[config.mk]
export PLATFORM = sky130hd
export DESIGN_NAME = analog_axis_deadzone_block_average_flat
export DESIGN_NICKNAME = d
export VERILOG_FILES = /design/src/hw/rtl/adzba_pkg.sv /design/src/hw/rtl/adzba_if.sv /design/src/hw/rtl/adzba_div.sv /design/src/hw/rtl/adzba_dp.sv /design/src/hw/rtl/adzba_ctrl.sv /design/src/hw/rtl/analog_axis_deadzone_block_average.sv /design/src/flat_wrapper.sv
export SDC_FILE = /design/constraint.sdc
export NUM_CORES = 1
export LEC_CHECK = 0
export ABC_AREA = 1
export BUFFER_PORTS_ARGS = -buffer_cell sky130_fd_sc_hd__clkbuf_2
export CAP_MARGIN = 10
export CELL_PAD_IN_SITES_DETAIL_PLACEMENT = 0
export CELL_PAD_IN_SITES_GLOBAL_PLACEMENT = 1
export CORE_UTILIZATION = 35
export CTS_BUF_LIST = sky130_fd_sc_hd__clkbuf_2
export DETAILED_ROUTE_END_ITERATION = 8
export PLACE_DENSITY_LB_ADDON = 0.1
export SLEW_MARGIN = 10
export SYNTH_ARGS = -nofsm -noshare
export SYNTH_HDL_FRONTEND = slang
export SYNTH_SLANG_ARGS = --single-unit
[constraint.sdc]
create_clock -name i_clk -period 6.3 [get_ports i_clk]
set_input_delay 1.575 -clock i_clk [delete_from_list [all_inputs] [get_ports i_clk]]
set_output_delay 1.575 -clock i_clk [all_outputs]
set_load 0.03 [all_outputs]
[src/hw/rtl/adzba_pkg.sv]
package adzba_pkg;

    localparam int SAMPLE_W  = 16;
    localparam int CFG_IDX_W = 3;
    localparam int CFG_DAT_W = 16;
    localparam int KSIZE_W   = 7;
    localparam int MODE_W    = 2;

    // register indexes
    localparam logic [CFG_IDX_W-1:0] REG_MODE   = 3'd0;
    localparam logic [CFG_IDX_W-1:0] REG_LOWER  = 3'd1;
    localparam logic [CFG_IDX_W-1:0] REG_UPPER  = 3'd2;
    localparam logic [CFG_IDX_W-1:0] REG_DZONE  = 3'd3;
    localparam logic [CFG_IDX_W-1:0] REG_KSIZE  = 3'd4;

    // filter modes
    localparam logic [MODE_W-1:0] MODE_NONE = 2'd0;
    localparam logic [MODE_W-1:0] MODE_PASS = 2'd1;
    localparam logic [MODE_W-1:0] MODE_AVG  = 2'd2;
    localparam logic [MODE_W-1:0] MODE_LAST = 2'd3;

    // reset values
    localparam logic [MODE_W-1:0]          RST_MODE  = MODE_AVG;
    localparam logic signed [SAMPLE_W-1:0] RST_LOWER = 16'sh8000;
    localparam logic signed [SAMPLE_W-1:0] RST_UPPER = 16'sh7fff;
    localparam logic [SAMPLE_W-1:0]        RST_DZONE = 16'h0000;
    localparam logic [KSIZE_W-1:0]         RST_KSIZE = 7'd1;

    typedef struct packed {
        logic load;
        logic eval;
        logic put;
    } t_cmd;

    typedef struct packed {
        logic emit;
        logic need_div;
        logic div_done;
        logic out_busy;
    } t_status;

endpackage

[src/hw/rtl/adzba_if.sv]
interface adzba_in_if;
    logic                                   valid;
    logic                                   ready;
    logic signed [adzba_pkg::SAMPLE_W-1:0]  sample;

    modport source (output valid, output sample, input ready);
    modport sink   (input valid, input sample, output ready);
endinterface

interface adzba_out_if;
    logic                                   valid;
    logic                                   ready;
    logic signed [adzba_pkg::SAMPLE_W-1:0]  filtered_value;

    modport source (output valid, output filtered_value, input ready);
    modport sink   (input valid, input filtered_value, output ready);
endinterface

interface adzba_cfg_if;
    logic                                valid;
    logic                                ready;
    logic [adzba_pkg::CFG_IDX_W-1:0]     index;
    logic [adzba_pkg::CFG_DAT_W-1:0]     data;

    modport source (output valid, output index, output data, input ready);
    modport sink   (input valid, input index, input data, output ready);
endinterface

[src/hw/rtl/adzba_div.sv]
module adzba_div #(
    parameter int SUM_W = 22,
    parameter int KW    = 7
) (
    input  logic                                  i_clk,
    input  logic                                  i_rst_n,
    input  logic                                  i_start,
    input  logic signed [SUM_W-1:0]               i_dividend,
    input  logic [KW-1:0]                         i_divisor,
    output logic                                  o_done,
    output logic signed [adzba_pkg::SAMPLE_W-1:0] o_quotient
);

    localparam int CNTW = $clog2(SUM_W + 1);

    logic [CNTW-1:0]  r_cnt, n_cnt;
    logic             r_neg;
    logic [SUM_W-1:0] r_quo;
    logic [KW-1:0]    r_rem;
    logic [KW-1:0]    r_div;
    logic [KW:0]      trial;
    logic             fits;
    logic [SUM_W-1:0] quo_s;

    assign trial = {r_rem, r_quo[SUM_W-1]};
    assign fits  = trial >= {1'b0, r_div};

    always_comb begin
        n_cnt = r_cnt;
        if (i_start) begin
            n_cnt = CNTW'(SUM_W);
        end else if (r_cnt != '0) begin
            n_cnt = r_cnt - 1'b1;
        end
    end

    always_ff @(posedge i_clk) begin
        if (!i_rst_n) begin
            r_cnt <= '0;
        end else begin
            r_cnt <= n_cnt;
        end
    end

    // restoring division on the magnitude, one quotient bit per cycle
    always_ff @(posedge i_clk) begin
        if (i_start) begin
            r_neg <= i_dividend[SUM_W-1];
            r_quo <= i_dividend[SUM_W-1] ? SUM_W'(-i_dividend) : SUM_W'(i_dividend);
            r_rem <= '0;
            r_div <= i_divisor;
        end else if (r_cnt != '0) begin
            r_rem <= fits ? KW'(trial - {1'b0, r_div}) : KW'(trial);
            r_quo <= {r_quo[SUM_W-2:0], fits};
        end
    end

    assign quo_s      = r_neg ? SUM_W'(-r_quo) : r_quo;
    assign o_quotient = quo_s[adzba_pkg::SAMPLE_W-1:0];
    assign o_done     = (r_cnt == '0);

endmodule

[src/hw/rtl/adzba_dp.sv]
module adzba_dp #(
    parameter int MAX_KERNEL = 64
) (
    input  logic                                  i_clk,
    input  logic                                  i_rst_n,
    input  logic                                  i_cfg_valid,
    input  logic [adzba_pkg::CFG_IDX_W-1:0]       i_cfg_index,
    input  logic [adzba_pkg::CFG_DAT_W-1:0]       i_cfg_data,
    input  logic signed [adzba_pkg::SAMPLE_W-1:0] i_sample,
    input  adzba_pkg::t_cmd                       i_cmd,
    output adzba_pkg::t_status                    o_status,
    input  logic                                  i_out_ready,
    output logic                                  o_out_valid,
    output logic signed [adzba_pkg::SAMPLE_W-1:0] o_out_data
);

    localparam int SW    = adzba_pkg::SAMPLE_W;
    localparam int KW    = $clog2(MAX_KERNEL + 1);
    localparam int SUM_W = SW + $clog2(MAX_KERNEL);

    logic [adzba_pkg::MODE_W-1:0]  r_mode;
    logic signed [SW-1:0]          r_lower;
    logic signed [SW-1:0]          r_upper;
    logic [SW-1:0]                 r_dzone;
    logic [adzba_pkg::KSIZE_W-1:0] r_ksize;

    logic                 r_in_dz, r_in_low, r_in_high;
    logic [KW-1:0]        r_count;
    logic signed [SUM_W-1:0] r_sum;
    logic signed [SW-1:0] r_sample;
    logic signed [SW-1:0] r_result;
    logic                 r_use_div;
    logic                 r_out_valid;
    logic signed [SW-1:0] r_out_data;

    logic                 cfg_clear;
    logic [KW-1:0]        k;
    logic signed [SW:0]   s_ext;
    logic [SW:0]          mag;
    logic                 in_dz, dz_drop;
    logic signed [SW-1:0] s1, s2;
    logic                 is_low, is_high, keep;
    logic [KW-1:0]        count_new;
    logic signed [SUM_W-1:0] sum_new;
    logic                 full;
    logic                 block_mode;
    logic                 emit, need_div;
    logic                 div_done;
    logic signed [SW-1:0] div_quo;

    // configuration registers
    always_comb begin
        cfg_clear = 1'b0;
        if (i_cfg_valid) begin
            unique case (i_cfg_index)
                adzba_pkg::REG_MODE, adzba_pkg::REG_LOWER, adzba_pkg::REG_UPPER,
                adzba_pkg::REG_DZONE, adzba_pkg::REG_KSIZE: cfg_clear = 1'b1;
                default: cfg_clear = 1'b0;
            endcase
        end
    end

    always_ff @(posedge i_clk) begin
        if (!i_rst_n) begin
            r_mode  <= adzba_pkg::RST_MODE;
            r_lower <= adzba_pkg::RST_LOWER;
            r_upper <= adzba_pkg::RST_UPPER;
            r_dzone <= adzba_pkg::RST_DZONE;
            r_ksize <= adzba_pkg::RST_KSIZE;
        end else if (i_cfg_valid) begin
            unique case (i_cfg_index)
                adzba_pkg::REG_MODE:  r_mode  <= i_cfg_data[adzba_pkg::MODE_W-1:0];
                adzba_pkg::REG_LOWER: r_lower <= i_cfg_data;
                adzba_pkg::REG_UPPER: r_upper <= i_cfg_data;
                adzba_pkg::REG_DZONE: r_dzone <= i_cfg_data;
                adzba_pkg::REG_KSIZE: r_ksize <= i_cfg_data[adzba_pkg::KSIZE_W-1:0];
                default: ;
            endcase
        end
    end

    // effective kernel size
    always_comb begin
        if (32'(r_ksize) > MAX_KERNEL) begin
            k = KW'(MAX_KERNEL);
        end else if (r_ksize == '0) begin
            k = KW'(1);
        end else begin
            k = KW'(r_ksize);
        end
    end

    // zone tests
    assign s_ext   = (SW+1)'(r_sample);
    assign mag     = r_sample[SW-1] ? (SW+1)'(-s_ext) : (SW+1)'(s_ext);
    assign in_dz   = mag < {1'b0, r_dzone};
    assign dz_drop = in_dz && r_in_dz;
    assign s1      = in_dz ? '0 : r_sample;
    assign is_low  = s1 < r_lower;
    assign is_high = !is_low && (s1 > r_upper);
    assign s2      = is_low ? r_lower : (is_high ? r_upper : s1);
    assign keep    = !dz_drop && !(is_low && r_in_low) && !(is_high && r_in_high);

    assign count_new  = r_count + 1'b1;
    assign sum_new    = r_sum + SUM_W'(s2);
    assign full       = count_new >= k;
    assign block_mode = (r_mode == adzba_pkg::MODE_AVG) || (r_mode == adzba_pkg::MODE_LAST);

    always_comb begin
        emit     = 1'b0;
        need_div = 1'b0;
        unique case (r_mode)
            adzba_pkg::MODE_NONE: emit = 1'b0;
            adzba_pkg::MODE_PASS: emit = 1'b1;
            adzba_pkg::MODE_AVG: begin
                emit     = keep && full;
                need_div = keep && full;
            end
            adzba_pkg::MODE_LAST: emit = keep && full;
            default: emit = 1'b0;
        endcase
    end

    always_ff @(posedge i_clk) begin
        if (!i_rst_n) begin
            r_in_dz   <= 1'b0;
            r_in_low  <= 1'b0;
            r_in_high <= 1'b0;
            r_count   <= '0;
            r_sum     <= '0;
        end else if (cfg_clear) begin
            r_count <= '0;
            r_sum   <= '0;
        end else if (i_cmd.eval && block_mode && !dz_drop) begin
            r_in_dz   <= in_dz;
            r_in_low  <= is_low;
            r_in_high <= is_high;
            if (keep) begin
                if (full) begin
                    r_count <= '0;
                    r_sum   <= '0;
                end else begin
                    r_count <= count_new;
                    r_sum   <= sum_new;
                end
            end
        end
    end

    always_ff @(posedge i_clk) begin
        if (i_cmd.load) begin
            r_sample <= i_sample;
        end
        if (i_cmd.eval) begin
            r_result  <= (r_mode == adzba_pkg::MODE_PASS) ? r_sample : s2;
            r_use_div <= need_div;
        end
    end

    adzba_div #(
        .SUM_W (SUM_W),
        .KW    (KW)
    ) u_div (
        .i_clk      (i_clk),
        .i_rst_n    (i_rst_n),
        .i_start    (i_cmd.eval && need_div),
        .i_dividend (sum_new),
        .i_divisor  (k),
        .o_done     (div_done),
        .o_quotient (div_quo)
    );

    // output register
    always_ff @(posedge i_clk) begin
        if (!i_rst_n) begin
            r_out_valid <= 1'b0;
        end else if (i_cmd.put) begin
            r_out_valid <= 1'b1;
        end else if (i_out_ready) begin
            r_out_valid <= 1'b0;
        end
    end

    always_ff @(posedge i_clk) begin
        if (i_cmd.put) begin
            r_out_data <= r_use_div ? div_quo : r_result;
        end
    end

    assign o_status.emit     = emit;
    assign o_status.need_div = need_div;
    assign o_status.div_done = div_done;
    assign o_status.out_busy = r_out_valid && !i_out_ready;

    assign o_out_valid = r_out_valid;
    assign o_out_data  = r_out_data;

endmodule

[src/hw/rtl/adzba_ctrl.sv]
module adzba_ctrl (
    input  logic               i_clk,
    input  logic               i_rst_n,
    input  logic               i_in_valid,
    output logic               o_in_ready,
    input  adzba_pkg::t_status i_status,
    output adzba_pkg::t_cmd    o_cmd
);

    localparam logic [1:0] S_IDLE = 2'd0;
    localparam logic [1:0] S_EVAL = 2'd1;
    localparam logic [1:0] S_DIV  = 2'd2;
    localparam logic [1:0] S_PUT  = 2'd3;

    logic [1:0] r_state, n_state;

    always_comb begin
        n_state    = r_state;
        o_in_ready = 1'b0;
        o_cmd      = '0;
        unique case (r_state)
            S_IDLE: begin
                o_in_ready = 1'b1;
                if (i_in_valid) begin
                    o_cmd.load = 1'b1;
                    n_state    = S_EVAL;
                end
            end
            S_EVAL: begin
                o_cmd.eval = 1'b1;
                if (!i_status.emit) begin
                    n_state = S_IDLE;
                end else if (i_status.need_div) begin
                    n_state = S_DIV;
                end else begin
                    n_state = S_PUT;
                end
            end
            S_DIV: begin
                if (i_status.div_done) begin
                    n_state = S_PUT;
                end
            end
            S_PUT: begin
                if (!i_status.out_busy) begin
                    o_cmd.put = 1'b1;
                    n_state   = S_IDLE;
                end
            end
            default: n_state = S_IDLE;
        endcase
    end

    always_ff @(posedge i_clk) begin
        if (!i_rst_n) begin
            r_state <= S_IDLE;
        end else begin
            r_state <= n_state;
        end
    end

endmodule

[src/hw/rtl/analog_axis_deadzone_block_average.sv]
// Analog axis filter: deadzone, edge clamp and block averaging of signed samples.
// Channels: i_in carries one sample per request, o_out one filtered value,
// i_cfg writes a register (0 mode, 1 lower bound, 2 upper bound, 3 deadzone,
// 4 kernel size); i_cfg is always ready and any valid index clears the block.
// A request is taken when valid and ready are both high.
// Steps: a request is loaded in the idle state and evaluated in the eval state;
// a sample that gives no output then frees the input, while a pass-mode sample or
// a last-of-block value goes through the put step into the output register. A
// block end in average mode first waits in a divide state for the bit-serial
// divider, which produces one quotient bit a cycle. One sample is in work at a
// time: the input is not ready until the previous sample ends or is put.
// The output register holds the result while o_out is stalled; the next sample
// is taken meanwhile and waits in its put step until the register frees up.
// Reset (synchronous, active low) returns registers to their defaults (mode
// block average, full range bounds, no deadzone, kernel 1) and empties the block.
module analog_axis_deadzone_block_average #(
    parameter int MAX_KERNEL = 64
) (
    input  logic        i_clk,
    input  logic        i_rst_n,
    adzba_in_if.sink    i_in,
    adzba_out_if.source o_out,
    adzba_cfg_if.sink   i_cfg
);

    adzba_pkg::t_cmd    cmd;
    adzba_pkg::t_status status;

    assign i_cfg.ready = 1'b1;

    adzba_ctrl u_ctrl (
        .i_clk      (i_clk),
        .i_rst_n    (i_rst_n),
        .i_in_valid (i_in.valid),
        .o_in_ready (i_in.ready),
        .i_status   (status),
        .o_cmd      (cmd)
    );

    adzba_dp #(
        .MAX_KERNEL (MAX_KERNEL)
    ) u_dp (
        .i_clk       (i_clk),
        .i_rst_n     (i_rst_n),
        .i_cfg_valid (i_cfg.valid),
        .i_cfg_index (i_cfg.index),
        .i_cfg_data  (i_cfg.data),
        .i_sample    (i_in.sample),
        .i_cmd       (cmd),
        .o_status    (status),
        .i_out_ready (o_out.ready),
        .o_out_valid (o_out.valid),
        .o_out_data  (o_out.filtered_value)
    );

endmodule

[src/flat_wrapper.sv]
// flat-port wrapper written by rule: the top's interface ports become plain ports
module analog_axis_deadzone_block_average_flat 
#(
    parameter int MAX_KERNEL = 64
)
  (i_clk, i_rst_n, i_in_valid, i_in_sample, i_in_ready, o_out_valid, o_out_filtered_value, o_out_ready, i_cfg_valid, i_cfg_index, i_cfg_data, i_cfg_ready);
  adzba_in_if i_in_i ();
  adzba_out_if o_out_i ();
  adzba_cfg_if i_cfg_i ();
  input  logic i_clk;
  input  logic i_rst_n;
  input wire logic [$bits(i_in_i.valid)-1:0] i_in_valid;
  input wire logic [$bits(i_in_i.sample)-1:0] i_in_sample;
  output wire logic [$bits(i_in_i.ready)-1:0] i_in_ready;
  output wire logic [$bits(o_out_i.valid)-1:0] o_out_valid;
  output wire logic [$bits(o_out_i.filtered_value)-1:0] o_out_filtered_value;
  input wire logic [$bits(o_out_i.ready)-1:0] o_out_ready;
  input wire logic [$bits(i_cfg_i.valid)-1:0] i_cfg_valid;
  input wire logic [$bits(i_cfg_i.index)-1:0] i_cfg_index;
  input wire logic [$bits(i_cfg_i.data)-1:0] i_cfg_data;
  output wire logic [$bits(i_cfg_i.ready)-1:0] i_cfg_ready;
  assign i_in_i.valid = i_in_valid;
  assign i_in_i.sample = i_in_sample;
  assign i_in_ready = i_in_i.ready;
  assign o_out_valid = o_out_i.valid;
  assign o_out_filtered_value = o_out_i.filtered_value;
  assign o_out_i.ready = o_out_ready;
  assign i_cfg_i.valid = i_cfg_valid;
  assign i_cfg_i.index = i_cfg_index;
  assign i_cfg_i.data = i_cfg_data;
  assign i_cfg_ready = i_cfg_i.ready;
  analog_axis_deadzone_block_average #(.MAX_KERNEL(MAX_KERNEL)) u_core (.i_clk(i_clk), .i_rst_n(i_rst_n), .i_in(i_in_i), .o_out(o_out_i), .i_cfg(i_cfg_i));
endmodule
==> run metrics, run 1 <==
Hold Path Depth 2; sequential share of power 21.0%; Num CTS Buffers 17; Mapped Area 0.0116 sq mm; antenna violations before repair 1; Worst Min Path Start u_core.u_dp.r_dzone[0]$_SDFFE_PN0P_; worst-path maximum fanout 6; Avg Inst Size Synth 7.49 sq um; ANT nets after route 0; most common flop cell mapped by yosys dfxtp_1; Slew @ Worst Pin 0.870 ns; final net count 1951; Fin. Hold Viols 0; Vert. Die Dim 184 um; Max Used Layer met4; Area contributors post-synth edfxtp_1 20%, dfxtp_1 18%, nand2_1 14%, ha_1 9.4%, inv_1 6.5%; cell-internal power 4.66 mW; hold crit path type reg -> reg; Buf+Inv Stages, Crit Path 12; share of the synthesized area in the top cell type 20.5%; DRC Markers 0; met3 wire length 908 um; logic gate share of total power 71.7%; via count 10.8k; vias in the first global route 10.4k; final WL 35.4 mm; max_cap viols 0; Pwr Total 8.75 mW; Lkg Pwr 7.04 nW; DR WL/cell 15.6 um; Clock Power Share 7.3%; WP data required 6.95 ns; adder and majority cell fraction of the synthesized area 9.74%; row count 66; clk_lat worst skew 0.86 ns; I/O pin cnt 59; min Tclk post-route 6.90 ns; final slew viol count 0; Ys Warns 0; final setup vio count 26; post-DP HPWL 27.2 mm; Fmax 0.145 GHz; CP dominant cell by count nand2_1; Die Footprint 0.0338 sq mm; critical path arrival 7.55 ns; Met2 Wirelength 16.8 mm; Hold Path End u_core.u_dp.r_dzone[0]$_SDFFE_PN0P_; DRT Pass-1 Iters 5; status finished, violations left; pwr dens 561 mW/mm^2; drt initial violations 437; CTS tree yes; FF-to-FF End u_core.u_dp.u_div.r_quo[19]$_DFFE_PP_; final setup TNS -10.89 ns; hold_ws 0.462 ns; failing checks setup timing; WL met1 17.0 mm; I/O Buffers 57; H-tree Lvls 4; compound-cell area share of the yosys netlist 14.0%; FF+latch count, synth 183; Die Span X 184 um; CTS clk-pin slew, worst paths 0.28 ns; starting density of the core 35.6%; Longest Clk Path Bufs 2; number of synthesized flops with an enable pin 79; first-pass GRT wire length 55.8 mm; Worst Setup Start Kind flip-flop; share of cells above drive strength 1 30.7%; most area-hungry cell type in the Yosys netlist edfxtp_1; Sink Count 183; # hold bufs at CTS 0; total gr overflow 0; Max transition margin 41.6%; Yosys cell types 48; via/cell ratio 4.75; reg2reg start u_core.u_dp.r_sample[1]$_DFFE_PP_; GRT Util Overall 21.5%; Clk Tree Root Cell clkbuf_2; core area 0.0325 sq mm; area delta synth->final 34.7%; net switching power 4.09 mW; final worst setup slack -0.599 ns; Setup Skew 0.0560 ns; most repeated cell in the gate-level netlist after synthesis nand2_1; cell family with most CP delay simple AND/OR/NAND/NOR gates; Peak VDD IR 0.239 mV; crit end category flip-flop; sequential share of the synthesized area 38.4%; sw frac 46.8%; RePlAce Congestion 0.887; RSZ-0062 raised after global routing true; mux share of post-synthesis cell area 0%; Reg2Reg Setup Slack -0.60 ns; Cells after Synth 1547; asr flop ratio synth 0%; largest net degree at the start of global routing 44; Syn Nets 1676; length in cells of the worst reg-to-reg path 57; CP peak stage delay 0.47 ns; Setup CP Type reg -> reg; largest family of logic cells by synthesized area simple AND/OR/NAND/NOR gates; final period utilization 110%; Synth top cells by count 420 x nand2_1, 201 x inv_1, 132 x o21ai_0, 116 x a21oi_1, 104 x dfxtp_1; CP max stage cell edfxtp_1; simple-gate share of the synthesized area 23.5%; Post-Synth XOR/XNOR Area 5.37%
kinds of logic (layout without fill, tap and decap cells):
family / count (synthesis) / count (layout)
simple gates: 644 / 644
compound gates: 300 / 300
buf+inv: 259 / 547
flops: 183 / 183
fa+ha+maj: 89 / 89
xor+xnor: 71 / 71
other cells: 1 / 2
metrics by stage:
stage                     cell area, sq um  setup WS, ns  std cells  util (%)
final                                15600        -0.599       2278      48.0
after detailed placement             14000        -0.944       2211      43.0
after floorplan                      11800      0.000554       1547         -
after global placement               14000        -0.808       2211      43.0
after global routing                 15600         -1.09       2278      48.0
after CTS                            15200        -0.436       2269      46.6
metal layers:
layer | global-route usage [%] | up-vias
li1 | - | 5630
met2 | 35.9 | 156
met1 | 28.8 | 4994
met3 | 2.67 | 34
met5 | 0 | -
met4 | 6.73 | 0
what timing repair did:
action	CTS	global route
setup endpoints to repair	36	40
pin swaps	39	44
gates cloned	4	0
setup buffers	23	8
resized for setup	157	95
registers in the layout, summed over array words and instances, names as in the netlist, 2 cells and up, named ones only:
name,flops
u_core.u_dp.r_result,16
u_core.u_dp.r_count,7
u_core.u_dp.r_ksize,7
u_core.u_dp.o_out_data,16
u_core.u_dp.u_div.r_div,7
u_core.u_dp.r_lower,16
u_core.u_dp.r_sample,16
u_core.u_dp.r_mode,2
u_core.u_dp.u_div.r_cnt,5
u_core.u_dp.r_sum,22
u_core.u_dp.u_div.r_rem,7
u_core.u_dp.u_div.r_quo,22
u_core.u_dp.r_dzone,16
u_core.u_dp.r_upper,16
placed cells by master (no fill, tap or decap), types with 40 or more instances in the layout:
cell | synthesis | layout
xor2_1 | 50 | 45
nand2_2 | 9 | 40
o21ai_0 | 132 | 101
nor2_1 | 97 | 80
buf_4 | 4 | 230
dfxtp_1 | 104 | 104
nand3_1 | 52 | 43
nand2_1 | 420 | 372
clkbuf_2 | 0 | 75
a21oi_1 | 116 | 93
ha_1 | 87 | 65
inv_1 | 201 | 172
edfxtp_1 | 79 | 79
how the worst max path moves through the flow:
stage / startpoint / endpoint / slack [ns] / depth (start not counted)
3_5_place_dp: u_core.u_dp.r_sample[1]$_DFFE_PP_ / u_core.u_dp.u_div.r_quo[5]$_DFFE_PP_ / -0.94 / 52
3_3_place_gp: u_core.u_dp.r_sample[1]$_DFFE_PP_ / u_core.u_dp.u_div.r_quo[13]$_DFFE_PP_ / -0.81 / 48
2_1_floorplan: u_core.u_dp.r_sample[0]$_DFFE_PP_ / u_core.u_dp.u_div.r_quo[19]$_DFFE_PP_ / 0.0006 / 53
4_1_cts: u_core.u_dp.r_sample[0]$_DFFE_PP_ / u_core.u_dp.u_div.r_quo[20]$_DFFE_PP_ / -0.44 / 57
5_1_grt: u_core.u_dp.r_sample[1]$_DFFE_PP_ / u_core.u_dp.u_div.r_quo[19]$_DFFE_PP_ / -1.09 / 55
6_report: u_core.u_dp.r_sample[1]$_DFFE_PP_ / u_core.u_dp.u_div.r_quo[19]$_DFFE_PP_ / -0.60 / 57
worst reg2reg max path: cells and delay by family (launching register included):
kind | cells | cell delay, ns
AND/OR/NAND/NOR | 31 | 2.83
adder cells (fa/ha/maj) | 5 | 1.20
buffers and inverters | 12 | 1.20
XOR/XNOR | 2 | 0.28
AO/OA/AOI/OAI | 7 | 0.75
flip-flops | 1 | 0.47
area by class of cell:
| cell class | count | area [sq um] |
|---|---|---|
| Tap cell | 442 | 553 |
| Timing Repair Buffer | 310 | 2380 |
| Multi-Input combinational cell | 1105 | 7190 |
| Antenna cell | 1 | 2.50 |
| Sequential cell | 183 | 4450 |
| Clock inverter | 14 | 159 |
| Fill cell | 3318 | 16900 |
| Clock buffer | 18 | 90.1 |
| Inverter | 205 | 785 |
power groups by stage:
stage	Combinational [mW]	Clock [mW]	Sequential, mW
6_report	6.28	0.641	1.83
5_1_grt	6.92	0.713	1.87
4_1_cts	5.94	0.674	1.84
3_5_place_dp	5.20	0	1.86
3_3_place_gp	5.20	0	1.86
2_1_floorplan	2.94	0	1.81
Note: power is estimated with default switching activity, not from simulation.
==> inputs of run 2 (changes only) <==
--- a/config.mk
+++ b/config.mk
@@ -10,11 +10,12 @@
 export CAP_MARGIN = 10
 export CELL_PAD_IN_SITES_DETAIL_PLACEMENT = 0
 export CELL_PAD_IN_SITES_GLOBAL_PLACEMENT = 1
-export CORE_UTILIZATION = 35
+export CORE_UTILIZATION = 43
 export CTS_BUF_LIST = sky130_fd_sc_hd__clkbuf_2
 export DETAILED_ROUTE_END_ITERATION = 8
 export PLACE_DENSITY_LB_ADDON = 0.1
 export SLEW_MARGIN = 10
 export SYNTH_ARGS = -nofsm -noshare
 export SYNTH_HDL_FRONTEND = slang
+export SYNTH_HIERARCHICAL = 1
 export SYNTH_SLANG_ARGS = --single-unit
==> run 2 against run 1 <==
Net effect: the flow still finishes with violations (setup timing); routed wire length decreased by 5.0%; clock skew increased by 0.0060 ns; final area decreased by 3.3%; worst hold slack improved by 0.016 ns; setup slack got worse by 0.25 ns; sequential share of layout area increased by 0.98 points; critical path depth decreased by 4; clock-buffer cell count increased by 1; global-route usage increased by 3.5 points; utilization increased by 9.8 points; fmax decreased by 3.5%; largest power group unchanged; highest routed layer unchanged.
==> run metrics, run 2 <==
Mapped Area 0.0115 sq mm (-1.0%); sequential share of the synthesized area 38.8% (+0.39 points); Num CTS Buffers 17 (unchanged); Cell Area, Placed 0.0135 sq mm (-3.9%); Largest regs u_core/u_dp/r_sum (22), u_core/u_dp/u_div/r_quo (22); RePlAce Congestion 0.895 (+0.92%); most area-hungry cell type in the Yosys netlist edfxtp_1; Peak VDD IR 0.200 mV (-16%); antenna violations before repair 1 (unchanged); starting density of the core 43.9% (+8.3 points); clk_lat worst skew 0.79 ns (-0.07 ns); Avg Inst Size Synth 7.67 sq um (+2.4%); Cells after Synth 1495 (-3.4%); final slew viol count 0 (unchanged); most repeated cell in the gate-level netlist after synthesis nand2_1; Filler cells 2474 (-25%); Setup CP Type reg -> reg; max_cap viols 0 (unchanged); Die Span X 165 um (-10%); Clk Tree Root Cell clkbuf_2; row count 59 (-11%); worst-path maximum fanout 7 (+1); DRT Pass-1 Iters 5 (unchanged); DRC Markers 0 (unchanged); DR WL/cell 16.0 um (+3.0%); I/O Buffers 57 (unchanged); status finished, violations left; net switching power 3.04 mW (-26%); final setup vio count 33 (+27%); most common flop cell mapped by yosys dfxtp_1; Lkg Pwr 6.86 nW (-2.7%); FF+latch count, synth 183 (unchanged); commonest non-fill, non-tap cell in the layout nand2_1; CP peak stage delay 0.52 ns (+0.05 ns); Worst Setup Start Kind flip-flop; final WL 33.7 mm (-5.0%); final worst setup slack -0.851 ns (-0.252 ns); largest net degree at the start of global routing 67 (+52%); logic gate share of total power 65.1% (-6.6 points); post-layout instance area 0.0151 sq mm (-3.3%); Clock Power Share 9.8% (+2.5 points); ANT nets after route 0 (unchanged); asr flop ratio synth 0% (unchanged); share of the synthesized area in the top cell type 20.7% (+0.21 points); min Tclk post-route 7.15 ns (+0.252 ns); # hold bufs at CTS 0 (unchanged); CTS tree yes; hold crit path type reg -> reg; final net count 1882 (-3.5%); Longest Clk Path Bufs 2 (unchanged); Syn Nets 1623 (-3.2%); final period utilization 114% (+4.0 points); crit end category flip-flop; failing checks setup timing; core area 0.0261 sq mm (-20%); Fin. Hold Viols 0 (unchanged); area delta synth->final 31.6%; CP dominant cell by count nand2_1; Ys Warns 6 (+6); Buf+Inv Stages, Crit Path 13 (+1); Die Footprint 0.0273 sq mm (-19%); sw frac 44.6% (-2.2 points); post-DP HPWL 25.4 mm (-6.7%); GRT Util Overall 25.0% (+3.5 points); Synth top cells by count 352 x nand2_1, 198 x inv_1, 125 x o21ai_0, 108 x a21oi_1, 107 x nor2_1; via count 10.6k (-1.5%); total gr overflow 0 (unchanged); first-pass GRT wire length 52.0 mm (-6.8%); CP max stage cell edfxtp_1; critical path arrival 7.77 ns (+0.22 ns); Sink Count 183 (unchanged); sequential share of power 25.1% (+4.1 points); Yosys cell types 52 (+8.3%); pwr dens 452 mW/mm^2 (-19%); WP data required 6.92 ns (-0.03 ns); Setup Skew 0.0620 ns (+0.00596 ns); CTS clk-pin slew, worst paths 0.31 ns (+0.03 ns); number of synthesized flops with an enable pin 79 (unchanged); Area contributors post-synth edfxtp_1 21%, dfxtp_1 18%, nand2_1 12%, ha_1 9.4%, inv_1 6.5%; Slew @ Worst Pin 1.17 ns (+0.303 ns); vias in the first global route 9859 (-5.5%); H-tree Lvls 4 (unchanged); Max transition margin 21.3% (-20 points); Vert. Die Dim 165 um (-10%); cell family with most CP delay simple AND/OR/NAND/NOR gates; I/O pin cnt 59 (unchanged); dpl ws -1.19 ns (-0.250 ns); drt initial violations 623 (+43%); share of cells above drive strength 1 29.9% (-0.80 points); RSZ-0062 raised after global routing true; via/cell ratio 5.06 (+6.7%); Fmax 0.140 GHz (-3.5%); most frequent cells in the layout 332 x nand2_1, 210 x buf_4, 190 x inv_1, 104 x dfxtp_1, 91 x nor2_1; cell-internal power 3.78 mW (-19%)
-- run 2: changes by cell type after synthesis, moves of 6 or more --
cell,previous run,this run
nand3_1,52,72
o21ai_0,132,125
a21oi_1,116,108
nor2_1,97,107
nor3_1,22,14
xnor2_1,21,15
mux2_2,0,16
nand2_2,9,15
nand2_1,420,352
a21oi_2,1,10
-- run 2: kinds of logic after synthesis --
logic type	share of synthesized area, %
compound gates	14.0
xor+xnor	4.58
fa+ha+maj	9.73
buf+inv	8.93
flops	38.8
mux	1.57
other cells	0.0327
simple gates	22.3
-- run 2: cell type report --
class	count	area (sq um)	area share, %
Antenna cell	1	2.50	0.0166
Clock buffer	19	95.1	0.630
Clock inverter	13	164	1.09
Inverter	201	777	5.15
Multi-Input combinational cell	1058	6990	46.3
Sequential cell	183	4450	29.5
Tap cell	335	419	2.78
Timing Repair Buffer	291	2180	14.4
Timing Repair inverter	2	17.5	0.116
-- run 2: path summary, 6_finish.rpt --
kind / from / to / slack (ns) / cells after the start
setup / recovery: u_core/u_dp/r_sample[0]$_DFFE_PP_ / u_core/u_dp/u_div/r_quo[18]$_DFFE_PP_ / -0.85 / 53
hold / removal: u_core/u_dp/r_dzone[2]$_SDFFE_PN0P_ / u_core/u_dp/r_dzone[2]$_SDFFE_PN0P_ / 0.48 / 2
setup reg to reg: u_core/u_dp/r_sample[0]$_DFFE_PP_ / u_core/u_dp/u_div/r_quo[18]$_DFFE_PP_ / -0.85 / 53
hold reg to reg: u_core/u_dp/r_dzone[2]$_SDFFE_PN0P_ / u_core/u_dp/r_dzone[2]$_SDFFE_PN0P_ / 0.48 / 2
-- run 2: repair_timing --
| item | 4_1_cts | 5_1_grt |
|---|---|---|
| buffers inserted | 32 | 24 |
| setup endpoints to repair | 38 | 51 |
| resized for setup | 104 | 93 |
| pin swaps | 38 | 32 |
| cloned | 2 | 0 |
-- run 2: routing by layer --
layer,part of all wire [%],vias to the layer above,track usage [%]
met3,3.5,55,3.25
met2,47,194,41.3
met1,47,4948,33.5
met4,2.6,0,8.14
li1,-,5451,-
met5,0,-,0
-- run 2: through the flow --
| step | TNS (ns) | utilization [%] | total power [mW] | hold WS, ns | std cells |
|---|---|---|---|---|---|
| detailed placement | -28.26 | 51.5 | 5.31 | 0.454 | 2012 |
| global placement | -26.85 | 51.5 | 5.28 | 0.450 | 2012 |
| floorplan | -0.460 | - | 3.86 | 0.424 | 1495 |
| CTS | -16.62 | 55.2 | 6.41 | 0.481 | 2078 |
| global route | -36.68 | 57.7 | 7.34 | 0.505 | 2103 |
| finish | -19.04 | 57.7 | 6.83 | 0.478 | 2103 |
-- run 2: power groups by stage --
stage / registers (mW) / clock network [mW] / logic (mW)
after global routing: 1.74 / 0.735 / 4.87
after CTS: 1.72 / 0.686 / 4.00
after floorplan: 1.68 / 0 / 2.18
after global placement: 1.74 / 0 / 3.54
final: 1.71 / 0.668 / 4.44
after detailed placement: 1.74 / 0 / 3.57
-- run 2: tightest hold or removal path: cells and delay by family, from the launching register on --
| kind | cells | cell delay, ns |
|---|---|---|
| flip-flops | 1 | 0.37 |
| buffers and inverters | 1 | 0.06 |
| AO/OA/AOI/OAI | 1 | 0.06 |
